--- src/hw/rtl/assert_macros.svh ---
// assertion macros for the rtl files
// no dependencies; included by modules that carry concurrent checks
`ifndef ASSERT_MACROS_SVH
`define ASSERT_MACROS_SVH

// check on every rising edge outside of reset
`define ASSERT_CLK(label, clk, rst, prop, msg) \
   label: assert property (@(posedge clk) disable iff (rst) prop) else $error(msg);

// check on every rising edge, reset included
`define ASSERT_ALWAYS(label, clk, prop, msg) \
   label: assert property (@(posedge clk) prop) else $error(msg);

`endif

--- src/hw/rtl/fscdf_pkg.sv ---
// types, character codes and helpers for the framed sentence deframer
// no dependencies; used by framed_sentence_checksum_deframer
package fscdf_pkg;

   // framing characters
   localparam logic [7:0] ChStart   = 8'h24;  // '$'
   localparam logic [7:0] ChStar    = 8'h2A;  // '*'
   localparam logic [7:0] ChNewline = 8'h0A;  // '\n'
   localparam logic [7:0] ChDet     = 8'h45;  // 'E'
   localparam logic [7:0] ChCha     = 8'h48;  // 'H'
   localparam logic [7:0] ChCoo     = 8'h4F;  // 'O'
   localparam logic [7:0] ChHit     = 8'h49;  // 'I'

   // per-beat status codes
   typedef enum logic [2:0] {
      ST_WAITING = 3'd0,
      ST_GOOD    = 3'd1,
      ST_FAIL    = 3'd2,
      ST_DET     = 3'd3,
      ST_CHA     = 3'd4,
      ST_COO     = 3'd5,
      ST_HIT     = 3'd6
   } status_type;

   // framing phase, one-hot
   typedef enum logic [4:0] {
      PH_WAIT = 5'b00001,
      PH_REC  = 5'b00010,
      PH_HEX1 = 5'b00100,
      PH_HEX2 = 5'b01000,
      PH_NL   = 5'b10000
   } phase_type;

   // decoded hex digit
   typedef struct packed {
      logic       ok;
      logic [3:0] nib;
   } hex_type;

   // ascii hex digit to nibble, either case
   function automatic hex_type hex_decode(input logic [7:0] c);
      hex_type h;
      h.ok  = 1'b1;
      h.nib = c[3:0];
      if (c >= 8'h30 && c <= 8'h39) begin
         h.nib = c[3:0];
      end else if ((c >= 8'h41 && c <= 8'h46) || (c >= 8'h61 && c <= 8'h66)) begin
         h.nib = c[3:0] + 4'd9;
      end else begin
         h.ok  = 1'b0;
         h.nib = 4'd0;
      end
      return h;
   endfunction

   // sentence kind from its second payload character
   function automatic status_type classify(input logic [7:0] k);
      status_type s;
      case (k)
         ChDet:   s = ST_DET;
         ChCha:   s = ST_CHA;
         ChCoo:   s = ST_COO;
         ChHit:   s = ST_HIT;
         default: s = ST_FAIL;
      endcase
      return s;
   endfunction

endpackage

--- src/hw/rtl/framed_sentence_checksum_deframer.sv ---
// each beat's result is registered into the result register, or into the skid entry while rsp stalls
// throughput: one character per cycle while req_tready is high; the framing state updates in one pass per beat
// a two-entry output stage (result register plus skid) lets req keep flowing for
// one more beat while rsp stalls; req_tready drops only while the skid entry is held
// reset (synchronous, active high) returns to waiting for '$' with counters cleared
// depends on fscdf_pkg and assert_macros.svh
`include "assert_macros.svh"

module framed_sentence_checksum_deframer #(
   parameter int MAX_PAYLOAD = 128
) (
   input  logic        clock,
   input  logic        reset,
   // request channel
   input  logic        req_tvalid,
   output logic        req_tready,
   input  logic [7:0]  req_tdata,   // [7:0] rx_char
   // response channel
   output logic        rsp_tvalid,
   input  logic        rsp_tready,
   output logic [15:0] rsp_tdata    // [2:0] status, [10:3] payload_length, rest zero
);

   localparam logic [7:0] MaxPayloadLim = 8'(MAX_PAYLOAD);

   // framing state
   fscdf_pkg::phase_type phase_ff, phase_in;
   logic [7:0] xor_ff, xor_in;
   logic [7:0] count_ff, count_in;
   logic [7:0] kind_ff, kind_in;
   logic [7:0] exp_ff, exp_in;
   fscdf_pkg::status_type st_in;

   // output stage
   logic                  out_valid_ff;
   fscdf_pkg::status_type out_st_ff;
   logic [7:0]            out_len_ff;
   logic                  skid_valid_ff;
   fscdf_pkg::status_type skid_st_ff;
   logic [7:0]            skid_len_ff;

   logic                  accept;
   logic [7:0]            c;
   fscdf_pkg::hex_type    hx;
   logic [7:0]            exp_full;

   assign req_tready = !skid_valid_ff;
   assign accept     = req_tvalid && req_tready;
   assign c          = req_tdata;
   assign hx         = fscdf_pkg::hex_decode(c);
   assign exp_full   = {exp_ff[7:4], hx.nib};

   // next framing state and beat status
   always_comb begin
      phase_in = phase_ff;
      xor_in   = xor_ff;
      count_in = count_ff;
      kind_in  = kind_ff;
      exp_in   = exp_ff;
      st_in    = fscdf_pkg::ST_FAIL;
      unique case (phase_ff)
         fscdf_pkg::PH_REC: begin
            if (c == fscdf_pkg::ChStar) begin
               phase_in = fscdf_pkg::PH_HEX1;
               st_in    = fscdf_pkg::ST_GOOD;
            end else if (count_ff >= MaxPayloadLim) begin
               phase_in = fscdf_pkg::PH_WAIT;
            end else begin
               xor_in   = xor_ff ^ c;
               if (count_ff == 8'd1) kind_in = c;
               count_in = count_ff + 8'd1;
               st_in    = fscdf_pkg::ST_GOOD;
            end
         end
         fscdf_pkg::PH_HEX1: begin
            if (hx.ok) begin
               exp_in   = {hx.nib, 4'd0};
               phase_in = fscdf_pkg::PH_HEX2;
               st_in    = fscdf_pkg::ST_GOOD;
            end else begin
               phase_in = fscdf_pkg::PH_WAIT;
            end
         end
         fscdf_pkg::PH_HEX2: begin
            phase_in = fscdf_pkg::PH_WAIT;
            if (hx.ok) begin
               exp_in = exp_full;
               if (exp_full == xor_ff) begin
                  phase_in = fscdf_pkg::PH_NL;
                  st_in    = fscdf_pkg::ST_GOOD;
               end
            end
         end
         fscdf_pkg::PH_NL: begin
            phase_in = fscdf_pkg::PH_WAIT;
            st_in    = (c == fscdf_pkg::ChNewline) ? fscdf_pkg::classify(kind_ff)
                                                   : fscdf_pkg::ST_FAIL;
         end
         default: begin
            if (c == fscdf_pkg::ChStart) begin
               xor_in   = 8'd0;
               count_in = 8'd0;
               kind_in  = 8'd0;
               exp_in   = 8'd0;
               phase_in = fscdf_pkg::PH_REC;
               st_in    = fscdf_pkg::ST_GOOD;
            end else begin
               phase_in = fscdf_pkg::PH_WAIT;
               st_in    = fscdf_pkg::ST_WAITING;
            end
         end
      endcase
   end

   // framing state registers, advance on each taken beat
   always_ff @(posedge clock) begin
      if (reset) begin
         phase_ff <= fscdf_pkg::PH_WAIT;
         xor_ff   <= 8'd0;
         count_ff <= 8'd0;
         kind_ff  <= 8'd0;
         exp_ff   <= 8'd0;
      end else if (accept) begin
         phase_ff <= phase_in;
         xor_ff   <= xor_in;
         count_ff <= count_in;
         kind_ff  <= kind_in;
         exp_ff   <= exp_in;
      end
   end

   // output register and skid entry
   always_ff @(posedge clock) begin
      if (reset) begin
         out_valid_ff  <= 1'b0;
         skid_valid_ff <= 1'b0;
      end else if (accept) begin
         if (!out_valid_ff || rsp_tready) begin
            out_valid_ff <= 1'b1;
         end else begin
            skid_valid_ff <= 1'b1;
         end
      end else if (out_valid_ff && rsp_tready) begin
         out_valid_ff  <= skid_valid_ff;
         skid_valid_ff <= 1'b0;
      end
   end

   // result payload, no reset needed
   always_ff @(posedge clock) begin
      if (accept) begin
         if (!out_valid_ff || rsp_tready) begin
            out_st_ff  <= st_in;
            out_len_ff <= count_in;
         end else begin
            skid_st_ff  <= st_in;
            skid_len_ff <= count_in;
         end
      end else if (out_valid_ff && rsp_tready && skid_valid_ff) begin
         out_st_ff  <= skid_st_ff;
         out_len_ff <= skid_len_ff;
      end
   end

   assign rsp_tvalid = out_valid_ff;
   assign rsp_tdata  = {5'd0, out_len_ff, out_st_ff};

   // checks
   `ASSERT_CLK(a_skid_behind_out, clock, reset, skid_valid_ff |-> out_valid_ff, "skid entry held with empty output register")
   `ASSERT_CLK(a_count_bound, clock, reset, count_ff <= MaxPayloadLim, "payload count above limit")
   `ASSERT_CLK(a_start_clears, clock, reset, (accept && phase_ff == fscdf_pkg::PH_WAIT && c == fscdf_pkg::ChStart) |=> (count_ff == 8'd0 && xor_ff == 8'd0 && phase_ff == fscdf_pkg::PH_REC), "start character did not open a clean sentence")
   `ASSERT_ALWAYS(a_reset_wait, clock, reset |=> (phase_ff == fscdf_pkg::PH_WAIT && !out_valid_ff && !skid_valid_ff), "reset did not return to waiting")

endmodule
--- config.mk ---
export PLATFORM = sky130hd
export DESIGN_NAME = framed_sentence_checksum_deframer
export DESIGN_NICKNAME = d
export VERILOG_FILES = /design/src/hw/rtl/fscdf_pkg.sv /design/src/hw/rtl/framed_sentence_checksum_deframer.sv
export VERILOG_INCLUDE_DIRS = /design/src /design/src/hw/rtl
export SDC_FILE = /design/constraint.sdc
export NUM_CORES = 1
export LEC_CHECK = 0
export BUFFER_PORTS_ARGS = -buffer_cell sky130_fd_sc_hd__buf_2
export CORE_ASPECT_RATIO = 1.5
export CORE_MARGIN = 8
export CORE_UTILIZATION = 40
export CTS_BUF_LIST = sky130_fd_sc_hd__clkbuf_16
export DETAILED_ROUTE_END_ITERATION = 8
export MAX_ROUTING_LAYER = met4
export SETUP_SLACK_MARGIN = 0.5
export SLEW_MARGIN = 20
export SYNTH_ARGS = -nofsm -noshare
export SYNTH_HDL_FRONTEND = slang
export SYNTH_SLANG_ARGS = --single-unit
--- constraint.sdc ---
create_clock -name clock -period 3.1 [get_ports clock]
set_clock_uncertainty 0.2 [all_clocks]
set_input_delay 0.155 -clock clock [delete_from_list [all_inputs] [get_ports clock]]
set_output_delay 0.155 -clock clock [all_outputs]
set_load 0.01 [all_outputs]
* Word level (Yosys, flattened, before mapping)
Cells that the tools add are included.
** Storage, ports and cells
- Register bits :: 57
- Latch bits :: 0
- Bits in writable memories :: 0
- ROM bits :: 0
- Memories :: 0
** Operators by class
- Add/sub/neg operators :: 2
- $mul :: 0
- Div/mod/pow operators :: 0
- Magnitude comparators :: 7
- Eq/ne operators :: 20
- Shifts and indexed selects :: 0
- Mux-type cells :: 47
- Bitwise operators :: 5
- Reductions and logical operators :: 24
** Operator list (number)
- $mux W8 :: 13
- $pmux W8 S2 :: 3
- $eq A8 B7 Y1 const B :: 4
- $pmux W3 S4 :: 2
- $pmux W8 S3 :: 1
- $mux W5 :: 4
- $pmux W5 S4 :: 1
- $eq A8 B6 Y1 const B :: 2
- $ge A8 B7 Y1 const B :: 2
- $le A8 B7 Y1 const B :: 2
- $mux W4 :: 4
- $mux W2 :: 6
- $mux W3 :: 4
- $ne A2 B2 Y1 const B :: 5
- $reduce_and A2 Y1 :: 5
- $reduce_and A5 Y1 :: 2
- $mux W1 :: 9
- $add A8 B1 Y8 const B :: 1
- $eq A8 B1 Y1 const B :: 1
- $eq A8 B4 Y1 const B :: 1
- $eq A8 B8 Y1 :: 1
- $ge A8 B6 Y1 const B :: 1
- $ge A8 B8 Y1 const B :: 1
- $le A8 B6 Y1 const B :: 1
- other kinds (16) :: 29

* Logic depth before layout (Yosys ltp)
Gate-level depths: netlist (run 1).
- Word-level depth :: 11
- Depth in mapped cells :: 11
- Gate-level depth less buffers :: 8

* Least setup slack after synthesis (run 1)
OpenSTA, ideal clock, no wires.
- Path kind :: input port to flip-flop
- Start :: in req_tdata[0]
- End :: reg out_st_ff[0] (data pin)
- Arrival time :: 2161 ps
- Required time :: 2726 ps
- Setup slack :: 565 ps
- Stages on the path :: 9
- Buffers on the path :: 1
- Cell sequence :: buf_2 -> inv_1 -> ha_1 -> o21ba_2 -> o211ai_1 -> a21oi_1 -> a211o_1 -> or4_4 -> a311oi_1
** On the way
- Word-level cells in the longest chain between the ends :: 11
- Elaborated cells between the ends (all ways) :: 28
** Ends and longest elaborated chain
- start: declaration :: RTL line framed_sentence_checksum_deframer.sv:17 : input logic [7:0] req_tdata,
- $ge A8 B7 Y1 / $le A8 B7 Y1 (equally long branches) :: RTL line fscdf_pkg.sv:47 : end else if ((c >= 8'h41 && c <= 8'h46) || (c >= 8'h61 && c <= 8'h66)) begin
- $logic_and A1 B1 Y1 :: RTL line fscdf_pkg.sv:47
- $logic_or A1 B1 Y1 :: RTL line fscdf_pkg.sv:47
- $mux W4 :: RTL line fscdf_pkg.sv:47
- $mux W4 :: RTL line fscdf_pkg.sv:45 : if (c >= 8'h30 && c <= 8'h39) begin
- $eq A8 B8 Y1 :: RTL line framed_sentence_checksum_deframer.sv:88 : if (exp_full == xor_ff) begin
- $mux W2 :: RTL line framed_sentence_checksum_deframer.sv:88
- $mux W2 :: RTL line framed_sentence_checksum_deframer.sv:86 : if (hx.ok) begin
- $pmux W3 S4 (*) :: RTL line framed_sentence_checksum_deframer.sv:61 : unique case (phase_ff)
- $mux W3 (*) :: RTL line framed_sentence_checksum_deframer.sv:152 : if (!out_valid_ff || rsp_tready) begin
- $mux W3 (*) :: RTL line framed_sentence_checksum_deframer.sv:151 : if (accept) begin
- end signal: assignment :: RTL line framed_sentence_checksum_deframer.sv:153 : out_st_ff <= st_in;
- end signal: assignment :: RTL line framed_sentence_checksum_deframer.sv:160 : out_st_ff <= skid_st_ff;
- end: declaration :: RTL line framed_sentence_checksum_deframer.sv:36 : fscdf_pkg::status_type out_st_ff;
Every way passes the cells marked *; elsewhere a longest branch is shown, timed or not. The select of a mux whose other input is x is not followed.
A chain may end at the register's enable or synchronous reset.

* Worst setup path after layout (run 1)
- Start :: reg phase_ff[2]
- End :: reg xor_ff[0]
** On the way
- Word-level cells in the longest chain between the ends :: 4
- Elaborated cells between the ends (all ways) :: 11
** Ends and longest elaborated chain
- start: declaration :: RTL line framed_sentence_checksum_deframer.sv:27 : fscdf_pkg::phase_type phase_ff, phase_in;
- start signal: assignment :: RTL line framed_sentence_checksum_deframer.sv:118 : phase_ff <= fscdf_pkg::PH_WAIT;
- start signal: assignment :: RTL line framed_sentence_checksum_deframer.sv:124 : phase_ff <= phase_in;
- $eq A5 B5 Y1, or another cell as far along :: RTL line framed_sentence_checksum_deframer.sv:61
- $reduce_or A3 Y1 (no line)
- $not A1 Y1 (no line)
- $reduce_and A5 Y1 (no line)
- end signal: assignment :: RTL line framed_sentence_checksum_deframer.sv:125 : xor_ff <= xor_in;
- end: declaration :: RTL line framed_sentence_checksum_deframer.sv:28 : logic [7:0] xor_ff, xor_in;
Parallel ways exist; a longest one is shown, timed or not.

==> impl_metrics.csv, run 1 <==
group,metric,value,unit
clock_network,cts_sinks,57,
pwr,peakVddDrop,0.000264,V
critical_path,cp.arrival,2.61,ns
routing,avgRoutedWirePerCell,17.7,um
critical_path,cpPeakStageDelay,0.56,ns
pwr,comb_power_share,10.3,%
timing,worstMarginPinSlew,0.775,ns
clock_network,ctsLongestPathBuffers,2,
yosys,synth_edf_count,22,
critical_path,worst_setup_path_end_kind,"register",
yosys,synth.area.top_cells,"dfxtp_1, edfxtp_1, nor2_1, a21oi_1, a22oi_1",
clock_network,clk_latency,0.33,ns
yosys,yosysTopAreaCell,"dfxtp_1",
timing,rsz0062_at_grt,"yes",
timing,fin_crit,2.55,ns
yosys,yosys_warnings,0,
timing,final.setup.tns,0,ns
clock_network,clk_pin_slew,0.05,ns
layout,multi_input_area,0.00179,sq mm
layout,num-fill-cells,795,
global_route,grt.met3_usage,4.40,%
pwr,cellPowerDensity,478,mW/mm^2
routing,detailroute.via_count,2943,
timing,slew-limit-headroom,48.3,%
layout,mostFrequentLayoutCell,"nor2_1",
global_route,grt_pass1_vias,2958,
place,dpl.hpwl,6210,um
pwr,switching_share,25.0,%
status,outcome,"complete, no violations",
routing,ant_nets,0,
pwr,p_sw,0.466,mW
timing,setup_violations,0,
pwr,pwr-share-clk,44.8,%
die,dieArea,0.0114,sq mm
pwr,p_total,1.86,mW
timing,hold_violations,0,
die,start_util,41.1,%
routing,vias_per_cell,5.74,
layout,utilization,48.7,%
timing,fmax,0.392,GHz
yosys,ys_seq_area_share,41.4,%
global_route,grtUsageMet1,16.0,%
yosys,synth_area,0.00329,sq mm
timing,slew_viol_final,0,
timing,min_period_over_period,82.2,%
clock_network,cts_max_level,3,
critical_path,path_max_fanout,6,
routing,drtPass1Iterations,4,
yosys,synth_top_area_share,21.3,%
layout,regArea,0.00137,sq mm
pwr,p_seq_share,45.0,%
yosys,ys_ff_latch,57,
critical_path,required,3.16,ns
critical_path,r2r_slack,0.55,ns
routing,drcViolationCount,0,
die,die_h,127,um
yosys,synth_cells,371,
yosys,ys.flop_type,"dfxtp_1",
global_route,use_met2,28.3,%
place,io_buffers,24,
die,num_io_pins,30,
critical_path,cp_cell_sequence,"or4b_4 -> a2111oi_4 -> o221ai_2 -> buf_6 -> or4_4 -> a21oi_2",
layout,final_cell_mix,"nor2_1, dfxtp_1, buf_2",
layout,final_area,0.00390,sq mm
global_route,grt_antenna_before_repair,0,
critical_path,crit_type,"register to register",
layout,drive_gt1_share,17.9,%
yosys,async_flop_share,0,%
global_route,grt_pass1_wl,14500,um
critical_path,critPathLaunchType,"register",
timing,layout_setup_ws,0.552,ns
routing,drt_iter0_markers,124,
min_path,hp-class,"input port to register",
clock_network,cts_tree,"done",
pwr,power.leakage,1.50,nW
yosys,synth_area_per_cell,8.87,sq um
die,dieWidth,90.1,um
yosys,synth_cell_types,66,
layout,diodes,0,
pwr,internal_power,1.40,mW
job,cap_violations,0,
place,gp_congestion,0.906,
layout,syn_to_final_growth,18.5,%
global_route,grt_max_degree,37,
clock_network,cts_buffers,9,
die,core,0.00801,sq mm
critical_path,cpMaxStageDelayCell,"or4b_4",
global_route,overflow,0,
global_route,track_usage,16.2,%
layout,nets,422,
place,dpl-instance-area,0.00347,sq mm
routing,routed_wirelength,9080,um
clock_network,cts.root.buffer_cell,"clkbuf_16",
global_route,top_usage_layer,"met2",
place,pre_cts_slack,0.360,ns
die,num_rows,40,
layout make-up:
type | instances | share of cell area, %
Multi-Input combinational cell | 277 | 46.0
Sequential cell | 57 | 35.2
Timing Repair Buffer | 44 | 7.61
Clock buffer | 9 | 5.78
Tap cell | 105 | 3.37
Inverter | 14 | 1.35
Clock inverter | 7 | 0.706
power by group through the flow:
| stage | Combinational, mW | Sequential (mW) | Clock, mW |
|---|---|---|---|
| 6_report | 0.192 | 0.838 | 0.834 |
| 4_1_cts | 0.189 | 0.839 | 0.861 |
| 2_1_floorplan | 0.122 | 0.849 | 0 |
| 3_3_place_gp | 0.180 | 0.853 | 0 |
| 3_5_place_dp | 0.181 | 0.853 | 0 |
| 5_1_grt | 0.211 | 0.840 | 0.897 |
cells in the mapped netlist (all sizes together) (3+ instances only):
master and count:
nor2 56, dfxtp 35, a21oi 23, edfxtp 22, nand2 22, o21ai 17
clkbuf 14, inv 14, buf 13, a22oi 12, nand3 8, nand3b 8
nand4 8, nor3 8, xnor2 8, a31oi 7, and3 7, ha 7
a211oi 6, or3 5, or4 5, a311oi 4, and2 4, mux2i 4
o211ai 4, nor2b 3
critical path: cells and delay by family (launching register included):
kind / cells / cell delay [ns]
simple gates: 2 / 1.07
compound gates: 3 / 0.65
flops: 1 / 0.37
buf+inv: 1 / 0.19
stage by stage:
stage / hold WS (ns) / instances
final: 0.0132 / 513
after global routing: 0.0127 / 513
after CTS: 0.00748 / 506
after detailed placement: 0.167 / 484
after global placement: 0.170 / 484
after floorplan: 0.0551 / 375
state kept, by name (all words and copies together), names as in the netlist:
| signal | cells |
|---|---|
| count_ff | 8 |
| kind_ff | 8 |
| out_len_ff | 8 |
| skid_len_ff | 8 |
| xor_ff | 8 |
| phase_ff | 5 |
| exp_ff | 4 |
| out_st_ff | 3 |
| skid_st_ff | 3 |
| rsp_tvalid | 1 |
| skid_valid_ff | 1 |
metal layers:
layer,vias to the layer above,routed length [um]
met4,0,276
li1,1430,-
met2,82,4710
met3,26,399
met1,1405,3690
met5,-,0
worst paths after layout:
kind,start,to,depth (start not counted)
setup reg to reg,phase_ff[2]$_SDFFE_PP0P_,xor_ff[0]$_SDFFE_PP0P_,6
setup / recovery,phase_ff[2]$_SDFFE_PP0P_,xor_ff[0]$_SDFFE_PP0P_,6
hold / removal,req_tdata[1],kind_ff[1]$_SDFFE_PP0P_,3
hold reg to reg,xor_ff[5]$_SDFFE_PP0P_,xor_ff[5]$_SDFFE_PP0P_,2
repair_timing:
item | CTS | global route
hold buffers | 6 | 0
pin swaps | 0 | 11
endpoints found under the hold margin | 5 | 0
setup buffers | 0 | 6
gates cloned | 0 | 1
endpoints found under the setup margin | 4 | 26
gates resized for setup | 1 | 20
cells by family after synthesis:
logic type | share of synthesized area (%)
DFF | 41.4
muxes | 1.56
AOI/OAI and AO/OA | 21.2
buffers and inverters | 5.97
xor gates and xnor gates | 2.66
and+or+nand+nor | 24.5
adders and majority gates | 2.66
other | 0.114
Power figures use the tool's default switching activity.
==> run 2: changes to the inputs <==
Clock period 3.1 ns to 2.47 ns, I/O delays scaled along.
==> run 2 against run 1 <==
Clock power up 56%. Count of clock-buffer cells in the layout unchanged. Utilization up 13 points. Power rose by 44%. Routed wire length is 17% higher. Final area increased by 27%. Sequential share of layout area fell by 7.5 points. Critical path type unchanged. Largest power group is now clock.
==> impl_metrics.csv, run 2 (same netlist as run 1, synthesis figures left out) <==
group,metric,value,unit
place,dpl-instance-area,0.00389,sq mm
timing,hold_violations,0,
critical_path,cp_cell_sequence,"or4b_4 -> a2111oi_4 -> buf_4 -> nand4_4 -> a211o_4 -> mux2i_1 -> nor2_1",
clock_network,cts_max_level,3,
global_route,grt_pass1_vias,3297,
critical_path,crit_type,"register to register",
timing,fin_crit,2.40,ns
die,dieArea,0.0114,sq mm
die,num_io_pins,30,
critical_path,critPathLaunchType,"register",
status,outcome,"complete, no violations",
routing,routed_wirelength,10600,um
clock_network,cts_buffers,9,
critical_path,required,2.45,ns
pwr,cellPowerDensity,542,mW/mm^2
layout,diodes,0,
routing,detailroute.via_count,3220,
min_path,hp-class,"input port to register",
clock_network,cts_tree,"done",
place,dpl.hpwl,6870,um
layout,drive_gt1_share,43.2,%
routing,avgRoutedWirePerCell,18.5,um
clock_network,clk_latency,0.32,ns
die,dieWidth,90.1,um
die,core,0.00801,sq mm
die,num_rows,40,
routing,ant_nets,0,
clock_network,cts_sinks,57,
routing,vias_per_cell,5.62,
timing,slew_viol_final,0,
global_route,track_usage,18.4,%
critical_path,worst_setup_path_end_kind,"register",
die,start_util,41.1,%
clock_network,clk_pin_slew,0.05,ns
global_route,grt_antenna_before_repair,0,
clock_network,ctsLongestPathBuffers,2,
timing,worstMarginPinSlew,0.791,ns
layout,utilization,61.8,%
routing,drtPass1Iterations,4,
layout,mostFrequentLayoutCell,"buf_4",
layout,nets,482,
global_route,grt_max_degree,37,
pwr,power.leakage,1.92,nW
timing,rsz0062_at_grt,"yes",
routing,drt_iter0_markers,118,
global_route,grt_pass1_wl,16400,um
clock_network,cts.root.buffer_cell,"clkbuf_16",
timing,min_period_over_period,97.3,%
place,io_buffers,24,
place,gp_congestion,0.879,
timing,fmax,0.416,GHz
routing,drcViolationCount,0,
job,cap_violations,0,
timing,slew-limit-headroom,47.3,%
critical_path,cpPeakStageDelay,0.57,ns
die,die_h,127,um
pwr,peakVddDrop,0.000377,V
critical_path,cpMaxStageDelayCell,"or4b_4",
layout,final_cell_mix,"buf_4, nor2_1, dfxtp_1",
timing,setup_violations,0,
critical_path,cp.arrival,2.39,ns
layout,final_area,0.00495,sq mm
critical_path,path_max_fanout,8,
layout,syn_to_final_growth,50.4,%
global_route,overflow,0,
## run 2: changes by cell type in the layout (fill, tap and decap cells not counted), sizes merged
cell / before / now
inv: 19 / 13
buf: 36 / 101
clkdlybuf4s15: 1 / 0
clkinv: 2 / 4
bufinv: 0 / 2
dlygate4sd3: 6 / 2
clkinvlp: 0 / 2
## run 2: timing repair
action,in CTS,in global routing
hold buffers,2,0
endpoints found under the hold margin,1,0
gates cloned,1,0
buffers inserted,17,13
gates resized for setup,73,45
endpoints found under the setup margin,51,52
pin swaps,37,30
## run 2: layout make-up
cell class | instances | area [sq um]
inverters | 14 | 58.8
well taps | 105 | 131
clock buffers | 9 | 225
fillers | 680 | 3060
flip-flops and latches | 57 | 1370
clock inverters | 7 | 85.1
repair buffers | 104 | 826
multi-input cells | 277 | 2260
## run 2: final timing paths
| kind | slack (ns) | depth (start not counted) | startpoint | to |
|---|---|---|---|---|
| max | 0.07 | 7 | phase_ff[2]$_SDFFE_PP0P_ | kind_ff[5]$_SDFFE_PP0P_ |
| min | 0.02 | 4 | req_tdata[2] | xor_ff[2]$_SDFFE_PP0P_ |
| max reg2reg | 0.07 | 7 | phase_ff[2]$_SDFFE_PP0P_ | kind_ff[5]$_SDFFE_PP0P_ |
| min reg2reg | 0.30 | 2 | kind_ff[7]$_SDFFE_PP0P_ | kind_ff[7]$_SDFFE_PP0P_ |
## run 2: critical path: cells and delay by family (launching register included)
kind            cells  cell delay (ns)
compound gates      2             0.65
buf+inv             1             0.19
flops               1             0.31
mux                 1             0.17
simple gates        3             0.74
## run 2: power breakdown
part | switching [mW] | internal [mW]
clock | 0.429 | 0.871
combinational | 0.192 | 0.135
sequential | 0.0392 | 1.02
## run 2: layer usage
| layer | share of wire [%] | wire length [um] | global-route usage (%) | up-vias |
|---|---|---|---|---|
| met5 | 0 | 0 | - | - |
| met3 | 3.0 | 322 | 3.28 | 25 |
| met1 | 38 | 4070 | 18.1 | 1563 |
| met2 | 55 | 5870 | 33.3 | 85 |
| li1 | - | - | - | 1547 |
| met4 | 3.3 | 348 | 11.0 | 0 |
## run 2: metrics by stage
stage          instances  setup TNS [ns]  power, mW  worst slack (ns)  hold WS, ns
2_1_floorplan        375               0       1.24            0.0418       0.0237
3_3_place_gp         524          -0.154       1.35            -0.124        0.129
3_5_place_dp         524          -0.293       1.35            -0.201        0.132
4_1_cts              560               0       2.69            0.0819       0.0116
5_1_grt              573         -0.0219       2.78           -0.0204       0.0453
6_report             573               0       2.68            0.0667       0.0163
